## config.mk

```make
export PLATFORM = sky130hd
export DESIGN_NAME = mms_mem
export DESIGN_NICKNAME = d
export VERILOG_FILES = /design/src/hw/rtl/mms_pkg.sv /design/src/hw/rtl/mms_mem.sv
export SDC_FILE = /design/constraint.sdc
export NUM_CORES = 2
export LEC_CHECK = 0
export BUFFER_PORTS_ARGS = -buffer_cell sky130_fd_sc_hd__buf_2
export CAP_MARGIN = 15
export CORE_AREA = 2 2 868 611
export CTS_CLUSTER_SIZE = 10
export DETAILED_ROUTE_END_ITERATION = 6
export DIE_AREA = 0 0 870 613
export PLACE_DENSITY = 0.5
export SLEW_MARGIN = 40
export SYNTH_ARGS = -nofsm -noshare
export SYNTH_HDL_FRONTEND = slang
export SYNTH_SLANG_ARGS = --single-unit
export TNS_END_PERCENT = 5
```

## constraint.sdc

```tcl
create_clock -name clk -period 7.08 [get_ports clk]
set_input_delay 0.708 -clock clk [delete_from_list [all_inputs] [get_ports clk]]
set_output_delay 0.708 -clock clk [all_outputs]
set_load 0.01 [all_outputs]
```

## src/hw/rtl/mms_pkg.sv

```systemverilog
// mms_pkg: shared types and constants of the multimap store.
// Depends on nothing; every other file of the block but mms_if imports it.
package mms_pkg;

  localparam int KEY_W   = 32;
  localparam int VAL_W   = 32;
  localparam int PAIR_W  = KEY_W + VAL_W;
  localparam int ENTRY_W = 7;

  typedef enum logic [1:0] {
    OP_INSERT = 2'd0,
    OP_SEARCH = 2'd1,
    OP_REMOVE = 2'd2,
    OP_MAX    = 2'd3
  } op_t;

  typedef enum logic [1:0] {
    ST_OK        = 2'd0,
    ST_NOT_FOUND = 2'd1,
    ST_FULL      = 2'd2,
    ST_EMPTY     = 2'd3
  } status_t;

  // One result transaction as built by the controller.
  typedef struct packed {
    status_t                   status;
    logic signed [VAL_W-1:0]   found_value;
    logic signed [KEY_W-1:0]   max_key;
    logic [ENTRY_W-1:0]        entry_count;
    logic                      last;
  } res_t;

endpackage

```

## src/hw/rtl/mms_mem.sv

```systemverilog
// mms_mem: pair storage, one write port and one registered read port.
// Read data holds while the read enable is low. Uses mms_pkg widths.
module mms_mem #(
  parameter int DEPTH = 64,
  parameter int AW    = 6
) (
  input  logic                      clk,
  input  logic                      we,
  input  logic [AW-1:0]             waddr,
  input  logic [mms_pkg::PAIR_W-1:0] wdata,
  input  logic                      re,
  input  logic [AW-1:0]             raddr,
  output logic [mms_pkg::PAIR_W-1:0] rdata
);
  import mms_pkg::*;

  logic [PAIR_W-1:0] mem [DEPTH];

  always_ff @(posedge clk) begin
    if (we) begin
      mem[waddr] <= wdata;
    end
    if (re) begin
      rdata <= mem[raddr];
    end
  end

endmodule

```

==> results by group <==
Status
  – Result of the run: finished clean

Final layout
  – Layout overhead on the synthesized area: 15.1%
  – Net total in the final layout: 7,179
  – Fraction of layout instances using a drive strength above 1: 28.5%
  – Number of filler instances in the final layout: 48,162

Worst setup path
  – Crit path kind: input pin to flip-flop
  – Worst setup path start: raddr[0]
  – CP max FO: 65
  – Number of cell instances on the worst register-to-register path: 4
  – Required time at the endpoint of the critical path: 7.74 ns
  – Setup crit start kind: input pin
  – Kind of end point of the critical path: flip-flop
  – Worst-case register-to-register setup slack: 4.79 ns
  – Launch instance of the worst register-to-register path: mem[38][3]$_DFFE_PP_
  – Data arrival time of the critical path: 3.78 ns

Timing
  – Tightest Pin Transition: 0.912 ns
  – Max Clock Freq: 321 MHz
  – Final-report setup violation count: 0
  – Setup TNS Final: 0 ns
  – Worst-case hold slack: 0.229 ns
  – Remaining max-slew budget at the tightest pin: 39.2%
  – RSZ-0062 raised after global routing: no
  – Post-route fraction of the period consumed by the critical path: 44.1%
  – Final count of hold timing violations: 0
  – Max Slew Vio Count: 0
  – Minimum clock period after layout: 3.12 ns
  – Layout Skew: 0.0546 ns

Synthesis
  – Synth Area in XOR/XNOR: 0%
  – Simple logic cell fraction of the synthesized area: 1.23%
  – Post-synthesis compound-gate area fraction: 2.47%
  – Area of the mapped netlist: 157,000 µm²
  – Dominant combinational cell family by area after synthesis: multiplexers
  – Synthesized-area fraction occupied by adder cells: 0%
  – Mean instance size in the synthesized netlist: 23.8 µm²
  – Count of synthesis-stage warnings from yosys: 0
  – Distinct cells, synth: 32
  – Post-Synthesis Net Count: 6,677
  – Synthesized netlist cell count: 6,598
  – Share of synthesized area spent on multiplexers: 15.6%
  – Seq cells post-synth: 4,160
  – Register area share after synthesis: 79.6%

GRT
  – Antenna violations before repair: 58
  – Largest net degree at the start of global routing: 115
  – Met3 GRT Util: 3.45%
  – First-pass GRT wire length: 663,000 µm
  – All-Layer GR Usage: 17.9%
  – Most heavily used metal layer in global routing: met1
  – Fraction of met2 tracks used by global routing: 26.1%
  – Via count of the first global-routing pass: 76,014
  – Global routing usage on met1: 27.9%
  – Overall overflow remaining after global route: 0

Floorplan
  – Number of I/O pins: 143
  – Die boundary width: 870 µm
  – Initial core utilization: 29.9%
  – Die Y-Extent: 613 µm
  – Cell Rows: 223
  – DIE AREA: 533,000 µm²
  – Area of the core region: 525,000 µm²

Placement
  – Port-buffer cells: 142
  – Routability congestion estimate: 0.762
  – Placed wire-length estimate after detailed placement: 277,000 µm

Detailed routing
  – ANT nets after route: 0
  – Number of detailed-route iterations in the first pass: 5
  – Routed length per placed instance: 34.7 µm
  – Ratio of routed vias to standard cells: 5.43
  – Initial drt markers: 10,647
  – Post-route DRC violation count: 0
  – Via count: 76,765
  – Sum of routed wire length over all layers: 490,000 µm

Power
  – Leakage: 54.9 nW
  – Total power divided by cell area: 280 nW/µm²
  – Worst ir drop on vdd: 0.193 mV
  – Overall power after layout: 50.6 mW

Clock network
  – Clock buffer count from CTS: 461
  – Clock tree from TritonCTS: done
  – Hold Buf Count CTS: 0
  – Clk pin slew, worst setup/hold paths: 0.07 ns
  – Clock network latency to the later pin of the worst-skew pair: 0.97 ns
  – H-tree Lvls: 5
  – Clk buf depth: 4
  – Resize count post-CTS: 0
  – Count of buffers added by post-CTS timing repair for setup: 0
  – CTS Sinks: 4,160
  – CTS root buffer: clkbuf_16

Run
  – Max-cap violations: 0

Min path
  – Hold Crit Class: input pin to flip-flop
  – Min-delay src: re
  – Worst Hold Path Cells: 1
[registers in the layout, indices dropped and copies added, names as in the netlist]
register and count:
rdata 64, mem 4096
[metrics by stage]
| stage | setup WS [ns] | utilization, % | std cells | cell area, µm² |
|---|---|---|---|---|
| 5_1_grt | 3.72 | 34.4 | 14113 | 181000 |
| 3_3_place_gp | 2.18 | 31.9 | 13569 | 167000 |
| 3_5_place_dp | 2.95 | 32.1 | 13602 | 168000 |
| 4_1_cts | 3.98 | 34.4 | 14103 | 180000 |
| 6_report | 3.96 | 34.4 | 14134 | 181000 |
| 2_1_floorplan | 0.936 | - | 6598 | 157000 |
[synth_stat cells]
cell | number | share of area [%]
edfxtp_1 | 4160 | 80
mux4_2 | 1024 | 15
buf_2 | 170 | 0.54
a22oi_1 | 168 | 0.80
clkbuf_1 | 140 | 0.33
mux2i_1 | 135 | 0.86
nor2_1 | 112 | 0.27
a22o_1 | 88 | 0.49
o22ai_1 | 83 | 0.33
and3_1 | 64 | 0.26
a211oi_1 | 63 | 0.30
nand2_1 | 58 | 0.14
nand3_1 | 45 | 0.14
o221ai_1 | 38 | 0.21
buf_4 | 34 | 0.16
or3_1 | 29 | 0.12
nor2b_1 | 28 | 0.11
or2_2 | 28 | 0.11
a41oi_1 | 26 | 0.15
buf_1 | 20 | 0.048
a2bb2oi_1 | 19 | 0.11
inv_1 | 19 | 0.045
a31oi_1 | 18 | 0.072
nand2b_1 | 11 | 0.044
buf_6 | 6 | 0.043
and2_1 | 3 | 0.012
nand3b_1 | 2 | 0.0096
nand4_1 | 2 | 0.0080
nor3_1 | 2 | 0.0064
a31o_1 | 1 | 0.0056
nand4b_1 | 1 | 0.0056
or3b_2 | 1 | 0.0056
[where the power goes]
part	switching [mW]	leakage [nW]	internal (mW)	total, mW
sequential	0.118	37.5	27.3	27.5
combinational	1.57	11.5	0.864	2.44
clock	9.12	5.91	11.6	20.7
[area by class of cell]
cell class	instances	area (µm²)	share of cell area, %
timing repair buffer	409	4020	2.23
clock inverter	26	335	0.186
clock buffer	475	11700	6.48
multi-input combinational	2049	30800	17.1
tap	6975	8730	4.83
sequential	4160	125000	69.1
antenna	21	52.6	0.0291
inverter	19	71.3	0.0395
[kinds of logic after synthesis]
kind of cell           after synthesis
AOI/OAI and AO/OA                  504
DFF                               4160
and+or+nand+nor                    386
buffers and inverters              389
muxes                             1159
[critical path, stage by stage]
cell      delay [ns]
buf_12          0.31
buf_16          0.33
buf_12          0.49
mux4_2          0.58
mux2i_1         0.43
o22ai_1         0.14
a31oi_1         0.43
a211oi_1        0.10
[placed cells by master (no fill, tap or decap), drive strengths merged, types with 2 or more instances in the layout]
master and n:
edfxtp 4160, mux4 1024, clkbuf 475, buf 409
a22oi 168, mux2i 135, nor2 112, a22o 88
o22ai 83, and3 64, a211oi 63, nand2 58
nand3 45, o221ai 38, or3 29, inv 29
or2 28, nor2b 28, a41oi 26, diode 21
a2bb2oi 19, a31oi 18, clkinv 13, nand2b 11
and2 3, nor3 2, nand3b 2, nand4 2
bufinv 2
[layer usage]
layer	routed length, µm	vias up	part of all wire, %
met5	125	-	0.026
met4	9070	20	1.9
met3	42100	590	8.6
met2	212000	3653	43
met1	227000	43148	46
li1	-	29354	-
[worst paths after layout]
check,end
worst max register to register,rdata[3]$_DFFE_PP_
worst min-delay path,rdata[38]$_DFFE_PP_
worst max-delay path,rdata[39]$_DFFE_PP_
worst min register to register,rdata[16]$_DFFE_PP_
Power figures use the tool's default switching activity.
