[src/hw/rtl/mms_pkg.sv]
// mms_pkg: shared types and constants of the multimap store.
// Depends on nothing; every other file of the block but mms_if imports it.
package mms_pkg;

  localparam int KEY_W   = 32;
  localparam int VAL_W   = 32;
  localparam int PAIR_W  = KEY_W + VAL_W;
  localparam int ENTRY_W = 7;

  typedef enum logic [1:0] {
    OP_INSERT = 2'd0,
    OP_SEARCH = 2'd1,
    OP_REMOVE = 2'd2,
    OP_MAX    = 2'd3
  } op_t;

  typedef enum logic [1:0] {
    ST_OK        = 2'd0,
    ST_NOT_FOUND = 2'd1,
    ST_FULL      = 2'd2,
    ST_EMPTY     = 2'd3
  } status_t;

  // One result transaction as built by the controller.
  typedef struct packed {
    status_t                   status;
    logic signed [VAL_W-1:0]   found_value;
    logic signed [KEY_W-1:0]   max_key;
    logic [ENTRY_W-1:0]        entry_count;
    logic                      last;
  } res_t;

endpackage

[src/hw/rtl/mms_ctrl.sv]
// mms_ctrl: sequencer of the multimap store; scans, compacts and builds results.
// Depends on mms_pkg; drives the mms_mem ports.
module mms_ctrl #(
  parameter int CAPACITY = 64,
  parameter int AW       = 6,
  parameter int CW       = 7
) (
  input  logic                        clk,
  input  logic                        rst_n,
  input  logic                        in_valid,
  output logic                        in_ready,
  input  mms_pkg::op_t                in_op,
  input  logic signed [mms_pkg::KEY_W-1:0] in_key,
  input  logic signed [mms_pkg::VAL_W-1:0] in_value,
  output logic                        mem_we,
  output logic [AW-1:0]               mem_waddr,
  output logic [mms_pkg::PAIR_W-1:0]  mem_wdata,
  output logic                        mem_re,
  output logic [AW-1:0]               mem_raddr,
  input  logic [mms_pkg::PAIR_W-1:0]  mem_rdata,
  input  logic                        out_free,
  output logic                        res_push,
  output mms_pkg::res_t               res
);
  import mms_pkg::*;

  typedef enum logic [3:0] {
    S_IDLE  = 4'b0001,
    S_SCAN  = 4'b0010,
    S_SHIFT = 4'b0100,
    S_DONE  = 4'b1000
  } state_t;

  state_t                  state_r, state_nxt;
  op_t                     op_r, op_nxt;
  status_t                 status_r, status_nxt;
  logic signed [KEY_W-1:0] key_r, key_nxt;
  logic signed [VAL_W-1:0] val_r, val_nxt;
  logic [CW-1:0]           cnt_r, cnt_nxt;
  logic [CW-1:0]           idx_r, idx_nxt;   // scan: entries left; shift: next read
  logic                    rd_v_r, rd_v_nxt;
  logic [AW-1:0]           rd_addr_r, rd_addr_nxt;
  logic                    pend_v_r, pend_v_nxt;
  logic signed [VAL_W-1:0] pend_r, pend_nxt;  // held match, or running max key

  logic signed [KEY_W-1:0] rd_key;
  logic signed [VAL_W-1:0] rd_val;
  logic                    key_hit, pair_hit, stall;
  logic [CW-1:0]           idx_dec;

  assign rd_key   = mem_rdata[PAIR_W-1:VAL_W];
  assign rd_val   = mem_rdata[VAL_W-1:0];
  assign key_hit  = rd_v_r && (rd_key == key_r);
  assign pair_hit = key_hit && (rd_val == val_r);
  assign idx_dec  = idx_r - CW'(1);
  assign in_ready = (state_r == S_IDLE);

  always_comb begin
    state_nxt   = state_r;
    op_nxt      = op_r;
    status_nxt  = status_r;
    key_nxt     = key_r;
    val_nxt     = val_r;
    cnt_nxt     = cnt_r;
    idx_nxt     = idx_r;
    rd_v_nxt    = rd_v_r;
    rd_addr_nxt = rd_addr_r;
    pend_v_nxt  = pend_v_r;
    pend_nxt    = pend_r;
    stall       = 1'b0;
    mem_we      = 1'b0;
    mem_waddr   = '0;
    mem_wdata   = '0;
    mem_re      = 1'b0;
    mem_raddr   = '0;
    res_push    = 1'b0;
    res.status      = ST_OK;
    res.found_value = '0;
    res.max_key     = '0;
    res.entry_count = ENTRY_W'(cnt_r);
    res.last        = 1'b1;

    unique case (state_r)
      S_IDLE: begin
        if (in_valid) begin
          op_nxt     = in_op;
          key_nxt    = in_key;
          val_nxt    = in_value;
          pend_v_nxt = 1'b0;
          rd_v_nxt   = 1'b0;
          idx_nxt    = cnt_r;
          if (in_op == OP_INSERT) begin
            state_nxt = S_DONE;
            if (cnt_r == CW'(CAPACITY)) begin
              status_nxt = ST_FULL;
            end else begin
              mem_we     = 1'b1;
              mem_waddr  = cnt_r[AW-1:0];
              mem_wdata  = {in_key, in_value};
              cnt_nxt    = cnt_r + CW'(1);
              status_nxt = ST_OK;
            end
          end else if (cnt_r == '0) begin
            state_nxt  = S_DONE;
            status_nxt = (in_op == OP_MAX) ? ST_EMPTY : ST_NOT_FOUND;
          end else begin
            state_nxt = S_SCAN;
          end
        end
      end

      S_SCAN: begin
        // A second search hit releases the held one, not marked last.
        if (op_r == OP_SEARCH && key_hit && pend_v_r) begin
          if (out_free) begin
            res_push        = 1'b1;
            res.found_value = pend_r;
            res.last        = 1'b0;
          end else begin
            stall = 1'b1;
          end
        end
        if (op_r == OP_REMOVE && pair_hit) begin
          // hole found; the scan stops here and no read is marked valid
          rd_v_nxt  = 1'b0;
          idx_nxt   = CW'(rd_addr_r) + CW'(1);
          state_nxt = S_SHIFT;
        end else if (!stall) begin
          if (op_r == OP_SEARCH && key_hit) begin
            pend_v_nxt = 1'b1;
            pend_nxt   = rd_val;
          end
          if (op_r == OP_MAX && rd_v_r && (!pend_v_r || rd_key > pend_r)) begin
            pend_v_nxt = 1'b1;
            pend_nxt   = rd_key;
          end
          if (idx_r != '0) begin
            mem_re      = 1'b1;
            mem_raddr   = idx_dec[AW-1:0];
            rd_addr_nxt = idx_dec[AW-1:0];
            idx_nxt     = idx_dec;
            rd_v_nxt    = 1'b1;
          end else begin
            rd_v_nxt = 1'b0;
            if (!rd_v_r) begin
              state_nxt  = S_DONE;
              status_nxt = ((op_r == OP_SEARCH && !pend_v_r) || op_r == OP_REMOVE) ?
                           ST_NOT_FOUND : ST_OK;
            end
          end
        end
      end

      S_SHIFT: begin
        if (rd_v_r) begin
          mem_we    = 1'b1;
          mem_waddr = rd_addr_r - AW'(1);
          mem_wdata = mem_rdata;
        end
        if (idx_r < cnt_r) begin
          mem_re      = 1'b1;
          mem_raddr   = idx_r[AW-1:0];
          rd_addr_nxt = idx_r[AW-1:0];
          idx_nxt     = idx_r + CW'(1);
          rd_v_nxt    = 1'b1;
        end else begin
          rd_v_nxt = 1'b0;
          if (!rd_v_r) begin
            cnt_nxt    = cnt_r - CW'(1);
            status_nxt = ST_OK;
            state_nxt  = S_DONE;
          end
        end
      end

      S_DONE: begin
        if (out_free) begin
          res_push   = 1'b1;
          res.status = status_r;
          if (status_r == ST_OK && op_r == OP_SEARCH) res.found_value = pend_r;
          if (status_r == ST_OK && op_r == OP_MAX) res.max_key = pend_r;
          state_nxt = S_IDLE;
        end
      end

      default: begin
        state_nxt = S_IDLE;
      end
    endcase
  end

  always_ff @(posedge clk) begin
    if (!rst_n) begin
      state_r  <= S_IDLE;
      cnt_r    <= '0;
      rd_v_r   <= 1'b0;
      pend_v_r <= 1'b0;
    end else begin
      state_r  <= state_nxt;
      cnt_r    <= cnt_nxt;
      rd_v_r   <= rd_v_nxt;
      pend_v_r <= pend_v_nxt;
    end
  end

  always_ff @(posedge clk) begin
    op_r      <= op_nxt;
    status_r  <= status_nxt;
    key_r     <= key_nxt;
    val_r     <= val_nxt;
    idx_r     <= idx_nxt;
    rd_addr_r <= rd_addr_nxt;
    pend_r    <= pend_nxt;
  end

endmodule

[config.mk]
export PLATFORM = sky130hd
export DESIGN_NAME = mms_ctrl
export DESIGN_NICKNAME = d
export VERILOG_FILES = /design/src/hw/rtl/mms_pkg.sv /design/src/hw/rtl/mms_ctrl.sv
export SDC_FILE = /design/constraint.sdc
export NUM_CORES = 1
export LEC_CHECK = 0
export BUFFER_PORTS_ARGS = -buffer_cell sky130_fd_sc_hd__buf_4
export CORE_ASPECT_RATIO = 0.7
export CORE_UTILIZATION = 56
export DETAILED_ROUTE_END_ITERATION = 7
export GPL_TIMING_DRIVEN = 0
export PLACE_DENSITY_LB_ADDON = 0.2
export SKIP_CTS_REPAIR_TIMING = 1
export SYNTH_ARGS = -nofsm -noshare
export SYNTH_HDL_FRONTEND = slang
export SYNTH_SLANG_ARGS = --single-unit
export TNS_END_PERCENT = 20
[constraint.sdc]
create_clock -name clk -period 11.7 [get_ports clk]
set_input_delay 0.585 -clock clk [delete_from_list [all_inputs] [get_ports clk]]
set_output_delay 0.585 -clock clk [all_outputs]
set_load 0.02 [all_outputs]
==> flow_summary_export.csv <==
group,metric,value,unit
run_status,status,"finished, final reports clean",
yosys,ys_ff_latch,126,
die,row_count,37,
sta,min_period,4.51,ns
route,via_per_inst,6.25,
sta,setup_violations,0,
worst_setup_path,cp_max_fo,6,
die,fp.dieW,149,um
place,hpwl,24800,um
yosys,synth_enable_flop_cells,113,
clocking,path_clk_slew,0.06,ns
clocking,cts_root_buffer,"clkbuf_16",
worst_setup_path,path_class,"flop to output pin",
yosys,yosysWarnings,0,
route,drt_iter0_markers,942,
worst_setup_path,path_delay_family,"simple AND/OR/NAND/NOR gates",
min_path,min_delay_path_depth,1,
worst_setup_path,worst-path-buf-inv,1,
worst_setup_path,worst-r2r-cell-count,13,
worst_setup_path,slowest_delay,0.99,ns
clocking,clock_path_buffers,2,
global_routing,grt_pass1_vias,7560,
clocking,h-tree-depth,4,
finish,design_area,11500,sq um
finish,area_growth,36.0,%
global_routing,antenna_found_initial,1,
route,routedWlPerCell,24.8,um
route,ant_nets,0,
yosys,yosys.area.top_type,"edfxtp_1",
sta,max_freq,222,MHz
sta,setup_tns,0,ns
finish,drive_gt1_share,34.5,%
global_routing,grtUsageTotal,41.8,%
die,chipHeight,105,um
yosys,syn-cell-area,8480,sq um
sta,skew,0.00896,ns
worst_setup_path,cp-start-kind,"flop",
sta,report.final.slew_viol_count,0,
min_path,worstHoldStart,"in_key[25]",
clocking,cts_tree,"done",
power,max-vdd-ir-drop,113,uV
yosys,synth_ff_type,"edfxtp_1",
yosys,syn_area_per_cell,10.7,sq um
yosys,seq_area_frac_synth,43.1,%
yosys,netlist_instances,796,
min_path,holdCritPathClass,"primary input to flop",
die,coreArea,14700,sq um
yosys,ys_top_cells_by_area,"edfxtp_1 (40%), ha_1 (7.2%), a22o_1 (6.8%), xor2_1 (6.7%), mux2_2 (4.2%)",
die,start_util,57.6,%
worst_setup_path,reg2reg_from,"state_r[3]",
route,vias,8206,
route,routed_wl,32600,um
global_routing,grt_max_degree,67,
finish,fin_nets,1287,
clocking,clock_sinks,126,
global_routing,grt.overflow.total,0,
worst_setup_path,worstSetupEndpointType,"output pin",
sta,setup_slack,7.19,ns
die,die-area,15600,sq um
clocking,clock_latency,0.42,ns
finish,final_util,78.4,%
yosys,synthArstFlopShare,0,%
worst_setup_path,crit_chain,"xor2_1, nor4_1, nand3_1, nor4_4, o21ai_1, nand2_1, o21ai_0, a22o_1, buf_4",
yosys,syn_nets,980,
power,power_density,157,nW/um^2
worst_setup_path,crit_arrival,3.93,ns
yosys,synth_top_area_share,40.0,%
finish,fin_cells,1312,
place,placed_cells,1279,
finish,nFillCells,990,
die,num_io_pins,288,
route,firstDrtPassIters,8,
yosys,synth_cell_type_count,70,
finish,final_cell_mix,"buf_4 (296), edfxtp_1 (113), a22o_1 (66)",
worst_setup_path,required,11.12,ns
clocking,cts_buffers,17,
global_routing,grt_pass1_wl,46800,um
power,leakagePower,0.00509,uW
place,port_buffers,287,
place,globalplace.congestion,0.981,
worst_setup_path,cp-startpoint,"val_r[23]",
worst_setup_path,cp_slowest_cell,"nor4_1",
worst_setup_path,crit_cells,9,
place,dpl_worst_slack,7.53,ns
route,drc_errors,0,
place,place_area,10900,sq um
sta,hold_violations,0,
sta,tightestPinTransition,1.24,ns
sta,rsz0062_at_grt,"false",
finish,final_common_cell,"buf_4",
sta,max_slew_margin,16.6,%
job,drv_cap,0,
sta,period_share,38.6,%
-- per-stage QoR --
step           power (uW)  hold slack, ns
2_1_floorplan        1010           0.534
3_3_place_gp         1220           0.586
3_5_place_dp         1220           0.599
4_1_cts              1790           0.343
5_1_grt              1870           0.336
6_report             1810           0.351
-- routing by layer --
| metal | routed length, um | part of all wire [%] | track usage (%) | up-vias |
|---|---|---|---|---|
| li1 | - | - | - | 3575 |
| met1 | 12600 | 39 | 57.1 | 3895 |
| met2 | 14200 | 44 | 61.6 | 646 |
| met3 | 4840 | 15 | 15.4 | 90 |
| met4 | 923 | 2.8 | 12.2 | 0 |
| met5 | 0 | 0 | 0 | - |
-- registers in the layout, summed over array words and instances (netlist names) --
register / cells
pend_v_r: 1
key_r: 32
rd_addr_r: 6
val_r: 32
status_r: 2
rd_v_r: 1
cnt_r: 7
idx_r: 7
state_r: 4
op_r: 2
pend_r: 32
-- synth_stat cells (7+ instances only) --
cell type	count
a21o_1	7
a21oi_1	30
a22o_1	66
and2_1	35
buf_4	9
clkbuf_1	21
dfxtp_1	13
edfxtp_1	113
ha_1	49
inv_1	51
mux2_2	32
nand2_1	43
nand3_1	19
nand4_1	7
nor2_1	22
nor2b_1	7
nor3_1	42
nor4_1	20
o21ai_0	25
xnor2_1	28
xor2_1	65
-- area by class of cell --
| type | instances | area, sq um | share of cell area (%) |
|---|---|---|---|
| clock buffer | 18 | 429 | 3.72 |
| sequential | 126 | 3650 | 31.7 |
| timing repair buffer | 288 | 2170 | 18.9 |
| antenna | 1 | 2.50 | 0.0217 |
| multi-input combinational | 580 | 4430 | 38.4 |
| tap | 195 | 244 | 2.11 |
| clock inverter | 14 | 190 | 1.65 |
| inverter | 53 | 201 | 1.75 |
| buffer | 37 | 206 | 1.79 |
-- cell families (layout without fill, tap and decap cells) --
kind of cell	count (synthesis)	in the layout	share of synthesized area, %
AOI/OAI and AO/OA	168	168	15.0
xor gates and xnor gates	93	93	9.60
adders and majority gates	50	50	7.46
buffers and inverters	90	410	4.78
DFF	126	126	43.1
muxes	36	36	4.72
other	0	1	0
and+or+nand+nor	233	233	15.4
-- power by group --
group	leakage [uW]	switching [uW]	total [uW]	internal, uW
sequential	0.00116	57.8	666	608
combinational	0.00364	361	575	214
clock	0.000292	214	571	357
-- worst paths after layout --
| path | end | slack (ns) |
|---|---|---|
| setup / recovery | mem_raddr[4] | 7.19 |
| hold / removal | key_r[25] | 0.35 |
| setup reg to reg | cnt_r[6] | 7.99 |
| hold reg to reg | cnt_r[1] | 0.62 |
Power figures use the tool's default switching activity.
